$ cat config.mk
export PLATFORM = sky130hd
export DESIGN_NAME = signed_integer_divider
export DESIGN_NICKNAME = d
export VERILOG_FILES = /design/src/sv/sid_pkg.sv /design/src/sv/sid_ctrl.sv /design/src/sv/sid_dp.sv /design/src/sv/signed_integer_divider.sv
export SDC_FILE = /design/constraint.sdc
export NUM_CORES = 1
export LEC_CHECK = 0
export BUFFER_PORTS_ARGS = -buffer_cell sky130_fd_sc_hd__buf_2
export CELL_PAD_IN_SITES_DETAIL_PLACEMENT = 1
export CELL_PAD_IN_SITES_GLOBAL_PLACEMENT = 1
export CORE_MARGIN = 4
export CORE_UTILIZATION = 40
export DETAILED_ROUTE_END_ITERATION = 6
export GPL_TIMING_DRIVEN = 1
export PLACE_DENSITY_LB_ADDON = 0.1
export SLEW_MARGIN = 30
export SYNTH_ARGS = -nofsm -noshare
export SYNTH_HDL_FRONTEND = slang
export SYNTH_SLANG_ARGS = --single-unit
$ cat constraint.sdc
create_clock -name clk -period 3.85 [get_ports clk]
set_input_delay 0.1925 -clock clk [delete_from_list [all_inputs] [get_ports clk]]
set_output_delay 0.1925 -clock clk [all_outputs]
set_load 0.1 [all_outputs]
$ cat src/sv/sid_pkg.sv
// Shared constants, types and state encoding for the signed integer divider.
package sid_pkg;

	// Operand and quotient width
	localparam int DATA_WIDTH = 32;
	// Iteration counter width, counts DATA_WIDTH-1 down to 0
	localparam int CNT_W = (DATA_WIDTH > 1) ? $clog2(DATA_WIDTH) : 1;
	// Output sideband width and bit positions
	localparam int TUSER_W = 2;
	localparam int U_OVERFLOW = 0;
	localparam int U_DIV_ZERO = 1;

	// Saturation and most negative values
	localparam logic [DATA_WIDTH-1:0] MAX_POS = {1'b0, {(DATA_WIDTH-1){1'b1}}};
	localparam logic [DATA_WIDTH-1:0] MIN_NEG = {1'b1, {(DATA_WIDTH-1){1'b0}}};

	// Controller states
	typedef enum logic [1:0] {
		ST_IDLE,
		ST_RUN,
		ST_FIN
	} sid_state_t;

	// Commands from controller to datapath
	typedef struct packed {
		logic load;
		logic step;
		logic finish;
	} sid_cmd_t;

	// Status from datapath to controller
	typedef struct packed {
		logic last;
		logic out_free;
	} sid_sts_t;

	// Two's complement magnitude of a signed word
	function automatic logic [DATA_WIDTH-1:0] magnitude(input logic [DATA_WIDTH-1:0] v);
		logic [DATA_WIDTH-1:0] r;
		r = v[DATA_WIDTH-1] ? (~v + {{(DATA_WIDTH-1){1'b0}}, 1'b1}) : v;
		return r;
	endfunction

endpackage

$ cat src/sv/sid_ctrl.sv
// Controller state machine that sequences load, iteration and result write.
module sid_ctrl (
	input  logic             clk,
	input  logic             arst_n,
	input  logic             s_tvalid,
	output logic             s_tready,
	input  sid_pkg::sid_sts_t sts,
	output sid_pkg::sid_cmd_t cmd
);

	sid_pkg::sid_state_t state_q;
	sid_pkg::sid_state_t state_d;

	// State register
	always_ff @(posedge clk or negedge arst_n) begin
		if (!arst_n) begin
			state_q <= sid_pkg::ST_IDLE;
		end else begin
			state_q <= state_d;
		end
	end

	// Next state
	always_comb begin
		state_d = state_q;
		case (state_q)
			sid_pkg::ST_IDLE: begin
				if (s_tvalid) state_d = sid_pkg::ST_RUN;
			end
			sid_pkg::ST_RUN: begin
				if (sts.last) state_d = sid_pkg::ST_FIN;
			end
			sid_pkg::ST_FIN: begin
				if (sts.out_free) state_d = sid_pkg::ST_IDLE;
			end
			default: state_d = sid_pkg::ST_IDLE;
		endcase
	end

	// Outputs: request acceptance and datapath commands
	always_comb begin
		s_tready   = 1'b0;
		cmd.load   = 1'b0;
		cmd.step   = 1'b0;
		cmd.finish = 1'b0;
		case (state_q)
			sid_pkg::ST_IDLE: begin
				s_tready = 1'b1;
				cmd.load = s_tvalid;
			end
			sid_pkg::ST_RUN: begin
				cmd.step = 1'b1;
			end
			sid_pkg::ST_FIN: begin
				cmd.finish = sts.out_free;
			end
			default: begin
				s_tready = 1'b0;
			end
		endcase
	end

endmodule

$ cat src/sv/sid_dp.sv
// Datapath: operand magnitudes, restoring shift-subtract step and result register.
module sid_dp (
	input  logic                                clk,
	input  logic                                arst_n,
	input  logic [2*sid_pkg::DATA_WIDTH-1:0]    s_tdata,
	output logic [sid_pkg::DATA_WIDTH-1:0]      m_tdata,
	output logic [sid_pkg::TUSER_W-1:0]         m_tuser,
	output logic                                m_tvalid,
	input  logic                                m_tready,
	input  sid_pkg::sid_cmd_t                   cmd,
	output sid_pkg::sid_sts_t                   sts
);

	localparam int W = sid_pkg::DATA_WIDTH;

	logic [W-1:0]              rem_q;
	logic [W-1:0]              quo_q;
	logic [W-1:0]              dsr_q;
	logic [sid_pkg::CNT_W-1:0] cnt_q;
	logic                      neg_q;
	logic                      ovf_q;
	logic                      dz_q;
	logic [W-1:0]              out_q;
	logic                      out_ovf_q;
	logic                      out_dz_q;
	logic                      out_valid_q;

	logic [W-1:0] dvd;
	logic [W-1:0] dvs;
	logic [W:0]   shifted;
	logic [W:0]   diff;
	logic         take;
	logic [W-1:0] result;

	assign dvd = s_tdata[W-1:0];
	assign dvs = s_tdata[2*W-1:W];

	// One restoring step: shift in the next dividend bit, try the subtract
	assign shifted = {rem_q, quo_q[W-1]};
	assign diff    = shifted - {1'b0, dsr_q};
	assign take    = ~diff[W];

	// Apply special cases and sign
	always_comb begin
		if (dz_q) begin
			result = '0;
		end else if (ovf_q) begin
			result = sid_pkg::MAX_POS;
		end else if (neg_q) begin
			result = ~quo_q + {{(W-1){1'b0}}, 1'b1};
		end else begin
			result = quo_q;
		end
	end

	// Load operands, then iterate one quotient bit per cycle
	always_ff @(posedge clk) begin
		if (cmd.load) begin
			rem_q <= '0;
			quo_q <= sid_pkg::magnitude(dvd);
			dsr_q <= sid_pkg::magnitude(dvs);
			cnt_q <= sid_pkg::CNT_W'(W - 1);
			neg_q <= dvd[W-1] ^ dvs[W-1];
			dz_q  <= (dvs == '0);
			ovf_q <= (dvd == sid_pkg::MIN_NEG) && (dvs == '1);
		end else if (cmd.step) begin
			rem_q <= take ? diff[W-1:0] : shifted[W-1:0];
			quo_q <= {quo_q[W-2:0], take};
			cnt_q <= cnt_q - sid_pkg::CNT_W'(1);
		end
	end

	// Result payload
	always_ff @(posedge clk) begin
		if (cmd.finish) begin
			out_q     <= result;
			out_ovf_q <= ovf_q & ~dz_q;
			out_dz_q  <= dz_q;
		end
	end

	// Result valid: set on write, drop when taken
	always_ff @(posedge clk or negedge arst_n) begin
		if (!arst_n) begin
			out_valid_q <= 1'b0;
		end else if (cmd.finish) begin
			out_valid_q <= 1'b1;
		end else if (m_tready) begin
			out_valid_q <= 1'b0;
		end
	end

	assign sts.last     = (cnt_q == '0);
	assign sts.out_free = ~out_valid_q | m_tready;

	assign m_tdata                     = out_q;
	assign m_tuser[sid_pkg::U_OVERFLOW] = out_ovf_q;
	assign m_tuser[sid_pkg::U_DIV_ZERO] = out_dz_q;
	assign m_tvalid                    = out_valid_q;

endmodule

$ cat src/sv/signed_integer_divider.sv
// Top level of the signed integer divider: controller plus datapath.
//
//  channel  dir  handshake          payload
//  s_*      in   s_tvalid/s_tready  s_tdata[31:0] dividend, s_tdata[63:32] divisor
//  m_*      out  m_tvalid/m_tready  m_tdata quotient, m_tuser overflow, divide_by_zero
//
// One request at a time: an accepted request is iterated one quotient bit per
// iteration cycle (restoring subtract), then signed and written to the result
// register once the output is free; the next request is taken after that write.
// A result waiting on m_tready does not block a new request; only the write of
// the following result waits for the output register to empty.
// Reset (arst_n low) clears the controller and the output valid.
module signed_integer_divider (
	input  logic                               clk,
	input  logic                               arst_n,
	input  logic                               s_tvalid,
	output logic                               s_tready,
	// [31:0] dividend, [63:32] divisor
	input  logic [2*sid_pkg::DATA_WIDTH-1:0]   s_tdata,
	output logic                               m_tvalid,
	input  logic                               m_tready,
	// [31:0] quotient
	output logic [sid_pkg::DATA_WIDTH-1:0]     m_tdata,
	// [0] overflow, [1] divide_by_zero
	output logic [sid_pkg::TUSER_W-1:0]        m_tuser
);

	sid_pkg::sid_cmd_t cmd;
	sid_pkg::sid_sts_t sts;

	sid_ctrl u_ctrl (
		.clk      (clk),
		.arst_n   (arst_n),
		.s_tvalid (s_tvalid),
		.s_tready (s_tready),
		.sts      (sts),
		.cmd      (cmd)
	);

	sid_dp u_dp (
		.clk      (clk),
		.arst_n   (arst_n),
		.s_tdata  (s_tdata),
		.m_tdata  (m_tdata),
		.m_tuser  (m_tuser),
		.m_tvalid (m_tvalid),
		.m_tready (m_tready),
		.cmd      (cmd),
		.sts      (sts)
	);

`ifndef SYNTH
	// A new result only appears after a write command
	a_valid_from_finish: assert property (@(posedge clk) disable iff (!arst_n)
		$rose(m_tvalid) |-> $past(cmd.finish))
		else $error("result valid rose without a write");

	// Never overwrite a result that is still waiting
	a_no_overwrite: assert property (@(posedge clk) disable iff (!arst_n)
		cmd.finish |-> (!m_tvalid || m_tready))
		else $error("pending result overwritten");

	// Only one request in flight
	a_one_in_flight: assert property (@(posedge clk) disable iff (!arst_n)
		(s_tvalid && s_tready) |=> !s_tready)
		else $error("request accepted while busy");

	// Overflow and divide by zero are exclusive
	a_flags_exclusive: assert property (@(posedge clk) disable iff (!arst_n)
		m_tvalid |-> !(m_tuser[sid_pkg::U_OVERFLOW] && m_tuser[sid_pkg::U_DIV_ZERO]))
		else $error("both flags set");
`endif

endmodule

==> metrics.csv, run 1 <==
stage,metric,value,unit
grt,use_met1,25.7,%
floorplan,die_w,158,um
synth,yosys_warnings,0,
power_and_ir_drop,switchingPower,3.46,mW
power_and_ir_drop,ir_drop,0.376,mV
finish,postLayoutCellArea,0.0105,mm2
setup_path,endpoint_kind,flop,
clocking,numCtsBuffers,17,
grt,antenna_found_initial,1,
power_and_ir_drop,powerDensity,797,mW/mm2
clocking,cts.sinks,141,
synth,synth-seq-cells,141,
timing,setup-tns-final,0,ns
routing,first_iter_violations,283,
setup_path,path_delay_family,simple AND/OR/NAND/NOR gates,
timing,period_minus_slack,3.57,ns
power_and_ir_drop,power.share.combinational,47.4,%
placed_design,gp_congestion,0.844,
clocking,htreeDepth,4,
floorplan,coreArea,0.0220,mm2
grt,overflow,0,
placed_design,port_buffers,103,
setup_path,cp_slowest_cell,or4b_2,
setup_path,cp_data_arrival_time,3.88,ns
synth,seq_area_frac_synth,42.6,%
grt,grt_util_met3,3.51,%
clocking,postCtsSetupBuffers,0,
setup_path,crit_required,4.16,ns
clocking,clk_latency,0.44,ns
synth,yosysTopAreaCellShare,33.6,%
setup_path,cp_max_fo,16,
grt,busiest_layer,met2,
floorplan,io_pins,104,
synth,synth_flop_cell,edfxtp_1,
power_and_ir_drop,swShare,41.3,%
timing,rsz0062_at_grt,false,
grt,grt_pass1_wl,40900,um
floorplan,chipHeight,158,um
synth,synthTopCellsByCount,"130 x nand2_1, 112 x o21ai_0, 101 x edfxtp_1, 69 x a21oi_1, 65 x xor2_1",
setup_path,worstSetupPathType,flop to flop,
clocking,cts_root_buf,clkbuf_16,
setup_path,crit_chain,inv_1 > ha_1 > fa_1 > nand2b_1 > a21oi_1 > o21ai_0 > a21oi_1 > o22ai_1 > or4b_2 > nand3_4 > buf_12 > mux2i_1 > o21ai_0,
setup_path,cp-start-kind,flop,
timing,skew,0.0144,ns
run_status,status,"complete, no violations",
routing,ant_nets,0,
grt,use_met2,37.2,%
routing,dr.pass1.iters,5,
finish,fillerInstances,2570,
grt,grt_use_total,20.8,%
timing,worstMarginPinSlew,0.709,ns
synth,synthMostInstantiatedCell,nand2_1,
clocking,cts_tree,done,
routing,wl_per_cell,18.6,um
synth,syn_area,0.00904,mm2
synth,synth_edf_count,101,
synth,synth_cell_types,62,
finish,area_growth,16.3,%
floorplan,die_area,0.0251,mm2
floorplan,num_rows,54,
timing,min_period_over_period,92.7,%
grt,grt_max_degree,67,
grt,grt_pass1_vias,7816,
timing,hold_viol_final,0,
power_and_ir_drop,p_int,4.92,mW
finish,drive_gt1_share,15.6,%
power_and_ir_drop,p_leak,4.24,nW
run,maxCapViolCount,0,
routing,vias,7491,
finish,layout.nets,1174,
timing,slew_headroom,52.8,%
routing,via_per_inst,5.50,
floorplan,start_util,41.0,%
synth,synth_cells,975,
hold_path,hp-class,primary input to flop,
synth,async_flop_share,2.13,%
power_and_ir_drop,p_clk_share,20.5,%
routing,drc,0,
clocking,clk_path_buf_depth,2,
setup_path,crit_buf_inv,2,
timing,max_freq,280,MHz
clocking,clk_pin_slew,0.06,ns
timing,setup-violations-final,0,
power_and_ir_drop,p_seq_share,32.2,%
synth,yosys.area.top_type,edfxtp_1,
routing,wl,25300,um
timing,slew_viol_final,0,
setup_path,worst_path_largest_cell_delay,0.76,ns
synth,avgSynthCellArea,9.27,um2
synth,syn_nets,1082,
synth,synth_area_leaders,"edfxtp_1 34%, dfxtp_1 8.2%, xor2_1 6.3%",
placed_design,dp_hpwl,18800,um
placed_design,place_area,0.00987,mm2
==> per-stage QoR <==
step                utilization, %  total power, mW  instances  setup WS (ns)  hold slack (ns)
CTS                           47.6             8.45       1359          0.179          0.00567
finish                        47.7             8.38       1361          0.281           0.0168
global placement              44.7             6.58       1325          0.361         -0.00812
global route                  47.7             9.11       1361        0.00207          0.00453
detailed placement            44.8             6.68       1326          0.253         -0.00805
floorplan                        -             5.58        975          0.484           -0.103
==> final timing paths <==
kind | start | endpoint | slack [ns] | depth (start not counted)
hold reg to reg | u_dp.rem_q[14] | u_dp.rem_q[14] | 0.49 | 2
setup reg to reg | u_dp.quo_q[31] | u_dp.rem_q[6] | 0.28 | 13
hold / removal | s_tdata[32] | u_dp.dsr_q[0] | 0.02 | 1
setup / recovery | u_dp.quo_q[31] | u_dp.rem_q[6] | 0.28 | 13
max in group asynchronous | arst_n | u_dp.m_tvalid | 3.67 | 2
min in group asynchronous | arst_n | u_ctrl.state_q[1] | 0.07 | 2
==> power by group through the flow <==
stage               Clock, mW  Combinational, mW  Sequential (mW)
detailed placement          0               3.96             2.73
CTS                      1.76               3.99             2.70
finish                   1.72               3.97             2.70
global route             1.83               4.51             2.77
global placement            0               3.87             2.71
floorplan                   0               2.99             2.58
==> layer usage <==
| layer | routed length (um) | share of wire [%] |
|---|---|---|
| met1 | 11200 | 44 |
| met2 | 12900 | 51 |
| met3 | 744 | 2.9 |
| met4 | 458 | 1.8 |
| met5 | 0 | 0 |
==> logic make-up after synthesis <==
logic type	synth area share [%]
AOI/OAI and AO/OA	17.6
xor gates and xnor gates	11.7
adders and majority gates	5.48
buffers and inverters	4.28
DFF	42.6
muxes	3.21
and+or+nand+nor	15.1
==> layout make-up <==
cell class | count | area, um2 | area share, %
Sequential cell | 141 | 3850 | 36.6
Timing Repair Buffer | 118 | 674 | 6.41
Antenna cell | 1 | 2.50 | 0.0238
Inverter | 55 | 206 | 1.96
Clock buffer | 18 | 429 | 4.08
Tap cell | 280 | 350 | 3.33
Multi-Input combinational cell | 734 | 4830 | 45.9
Clock inverter | 14 | 173 | 1.64
==> what timing repair did <==
item	in CTS	in global routing
resized for setup	0	2
hold buffers	1	0
setup endpoints to repair	0	9
endpoints found under the hold margin	3	0
==> cell usage in the layout, fill, tap and decap left out, types with 37 or more instances in the layout <==
master,Yosys,routed
xnor2_1,56,56
xor2_1,65,65
a21oi_1,69,69
ha_1,38,38
nand2_1,130,129
edfxtp_1,101,101
buf_2,3,103
o21ai_0,112,112
dfxtp_1,37,37
inv_1,54,53
==> sequential cells by signal, summed over array words and instances (netlist names) <==
| name | cells |
|---|---|
| u_dp.cnt_q | 5 |
| u_dp.out_dz_q | 1 |
| u_dp.m_tdata | 32 |
| u_dp.neg_q | 1 |
| u_dp.ovf_q | 1 |
| u_ctrl.state_q | 2 |
| u_dp.dsr_q | 32 |
| u_dp.dz_q | 1 |
| u_dp.out_ovf_q | 1 |
| u_dp.quo_q | 32 |
| u_dp.rem_q | 32 |
| u_dp.m_tvalid | 1 |
(Power assumes the default switching activity.)
==> run 2: changes to the inputs <==
--- a/config.mk
+++ b/config.mk
@@ -10,6 +10,7 @@
 export CELL_PAD_IN_SITES_GLOBAL_PLACEMENT = 1
 export CORE_MARGIN = 4
 export CORE_UTILIZATION = 40
+export CTS_BUF_LIST = sky130_fd_sc_hd__clkbuf_16
 export DETAILED_ROUTE_END_ITERATION = 6
 export GPL_TIMING_DRIVEN = 1
 export PLACE_DENSITY_LB_ADDON = 0.1
==> metrics.csv, run 2 (synthesis results as in run 1) <==
stage,metric,value,unit,change
clocking,postCtsSetupBuffers,0,,unchanged
finish,fillerInstances,2570,,unchanged
grt,grt_use_total,20.8,%,unchanged
finish,postLayoutCellArea,0.0105,mm2,unchanged
power_and_ir_drop,powerDensity,797,mW/mm2,about the same
power_and_ir_drop,ir_drop,0.376,mV,about the same
timing,worstMarginPinSlew,0.705,ns,-0.00328 ns
placed_design,port_buffers,103,,unchanged
floorplan,io_pins,104,,unchanged
timing,setup-tns-final,0,ns,unchanged
routing,maxUsedRoutingLayer,met4,,
setup_path,crit_required,4.16,ns,about the same
finish,final_util,47.7,%,unchanged
floorplan,chipHeight,158,um,unchanged
timing,skew,0.0147,ns,+0.000294 ns
placed_design,dp_hpwl,18800,um,unchanged
floorplan,die_area,0.0251,mm2,unchanged
routing,wl,25300,um,about the same
placed_design,placedCellCount,1326,,unchanged
power_and_ir_drop,p_leak,4.24,nW,about the same
routing,vias,7498,,+0.093%
setup_path,worst_path_largest_cell_delay,0.76,ns,about the same
run,maxCapViolCount,0,,unchanged
setup_path,cp.depth,13,,unchanged
placed_design,gp_congestion,0.844,,unchanged
clocking,cts_root_buf,clkbuf_16,,
setup_path,crit_buf_inv,2,,unchanged
finish,multi_input_area,0.00483,mm2,unchanged
routing,via_per_inst,5.51,,about the same
grt,antenna_found_initial,1,,unchanged
floorplan,start_util,41.0,%,unchanged
grt,grt_max_degree,67,,unchanged
clocking,cts.sinks,141,,unchanged
finish,layout_commonest_cell,nand2_1,,
hold_path,whs_path_depth,1,,unchanged
timing,max_freq,280,MHz,about the same
finish,area_growth,16.3,%,unchanged
setup_path,cp_max_fo,16,,unchanged
run_status,status,"complete, no violations",,
routing,wl_met1,11100,um,-0.25%
clocking,htreeDepth,4,,unchanged
clocking,clk_latency,0.44,ns,about the same
grt,grt_pass1_vias,7816,,unchanged
setup_path,cp-start-kind,flop,,
setup_path,cp_slowest_cell,or4b_2,,
grt,grt_pass1_wl,40900,um,unchanged
routing,drc,0,,unchanged
setup_path,crit_chain,inv_1 > ha_1 > fa_1 > nand2b_1 > a21oi_1 > o21ai_0 > a21oi_1 > o22ai_1 > or4b_2 > nand3_4 > buf_12 > mux2i_1 > o21ai_0,,
finish,layout_common_cells,"129 x nand2_1, 112 x o21ai_0, 103 x buf_2",,
floorplan,num_rows,54,,unchanged
setup_path,worstSetupPathType,flop to flop,,
finish,layout.nets,1174,,unchanged
clocking,numCtsBuffers,17,,unchanged
finish,regArea,0.00385,mm2,unchanged
setup_path,path_delay_family,simple AND/OR/NAND/NOR gates,,
timing,min_period_over_period,92.7,%,about the same
clocking,clk_pin_slew,0.06,ns,about the same
timing,setup-violations-final,0,,unchanged
hold_path,hp-class,primary input to flop,,
clocking,cts_tree,done,,
timing,hold_viol_final,0,,unchanged
setup_path,r2r.worst_path.cells,13,,unchanged
routing,first_iter_violations,283,,unchanged
setup_path,endpoint_kind,flop,,
finish,fin_cells,1361,,unchanged
timing,period_minus_slack,3.57,ns,+0.000410 ns
routing,wl_per_cell,18.6,um,about the same
routing,met2_length,13000,um,+0.23%
timing,rsz0062_at_grt,false,,
timing,slew_headroom,53.0,%,+0.22 points
finish,drive_gt1_share,15.6,%,unchanged
setup_path,cp_data_arrival_time,3.88,ns,about the same
clocking,clk_path_buf_depth,2,,unchanged
routing,dr.pass1.iters,5,,unchanged
placed_design,place_area,0.00987,mm2,unchanged
routing,wl_met3,745,um,+0.13%
timing,slew_viol_final,0,,unchanged
grt,overflow,0,,unchanged
routing,ant_nets,0,,unchanged
floorplan,die_w,158,um,unchanged
floorplan,coreArea,0.0220,mm2,unchanged
[run 2: changes by cell type in the layout (fill, tap and decap cells not counted), sizes merged]
cell,before,now
inv,62,63
clkbuf,18,17
[run 2: stage by stage]
stage / hold slack (ns) / total power, mW / worst slack (ns)
floorplan: -0.103 / 5.58 / 0.484
global placement: -0.00812 / 6.58 / 0.361
detailed placement: -0.00805 / 6.68 / 0.253
CTS: 0.00567 / 8.45 / 0.179
global route: 0.00453 / 9.11 / 0.00207
finish: 0.0169 / 8.38 / 0.281
[run 2: layout make-up]
class / count / area share (%)
repair buffers: 118 / 6.41
well taps: 280 / 3.33
clock buffers: 17 / 4.05
inverters: 55 / 1.96
diodes: 1 / 0.0238
clock inverters: 15 / 1.68
flip-flops and latches: 141 / 36.6
multi-input cells: 734 / 45.9
[run 2: worst reg2reg max path, delay by kind of cell, from the launching register on]
kind,cells,cell delay (ns)
multiplexers,1,0.22
buffers and inverters,2,0.27
AND/OR/NAND/NOR,3,1.14
adder cells (fa/ha/maj),2,0.62
flip-flops,1,0.32
AO/OA/AOI/OAI,5,0.88
[run 2: power by group]
part           internal (mW)  switching, mW
registers               2.24          0.451
clock network          0.978          0.735
logic                   1.69           2.28
total                   4.92           3.46
[run 2: per-layer routing]
| layer | up-vias | global-route usage, % |
|---|---|---|
| met5 | - | 0 |
| met4 | 0 | 6.50 |
| met3 | 27 | 3.51 |
| met2 | 109 | 37.2 |
| met1 | 3643 | 25.7 |
| li1 | 3719 | - |
[run 2: what timing repair did]
action	CTS	global route
setup endpoints to repair	0	9
resized for setup	0	2
hold buffers	1	0
hold endpoints to repair	3	0
[run 2: worst paths after layout]
check / from / to / slack, ns
min in group asynchronous: arst_n / u_ctrl.state_q[1] / 0.07
max in group asynchronous: arst_n / u_dp.m_tvalid / 3.67
max reg2reg: u_dp.quo_q[31] / u_dp.rem_q[6] / 0.28
min reg2reg: u_dp.rem_q[14] / u_dp.rem_q[14] / 0.49
max: u_dp.quo_q[31] / u_dp.rem_q[6] / 0.28
min: s_tdata[32] / u_dp.dsr_q[0] / 0.02
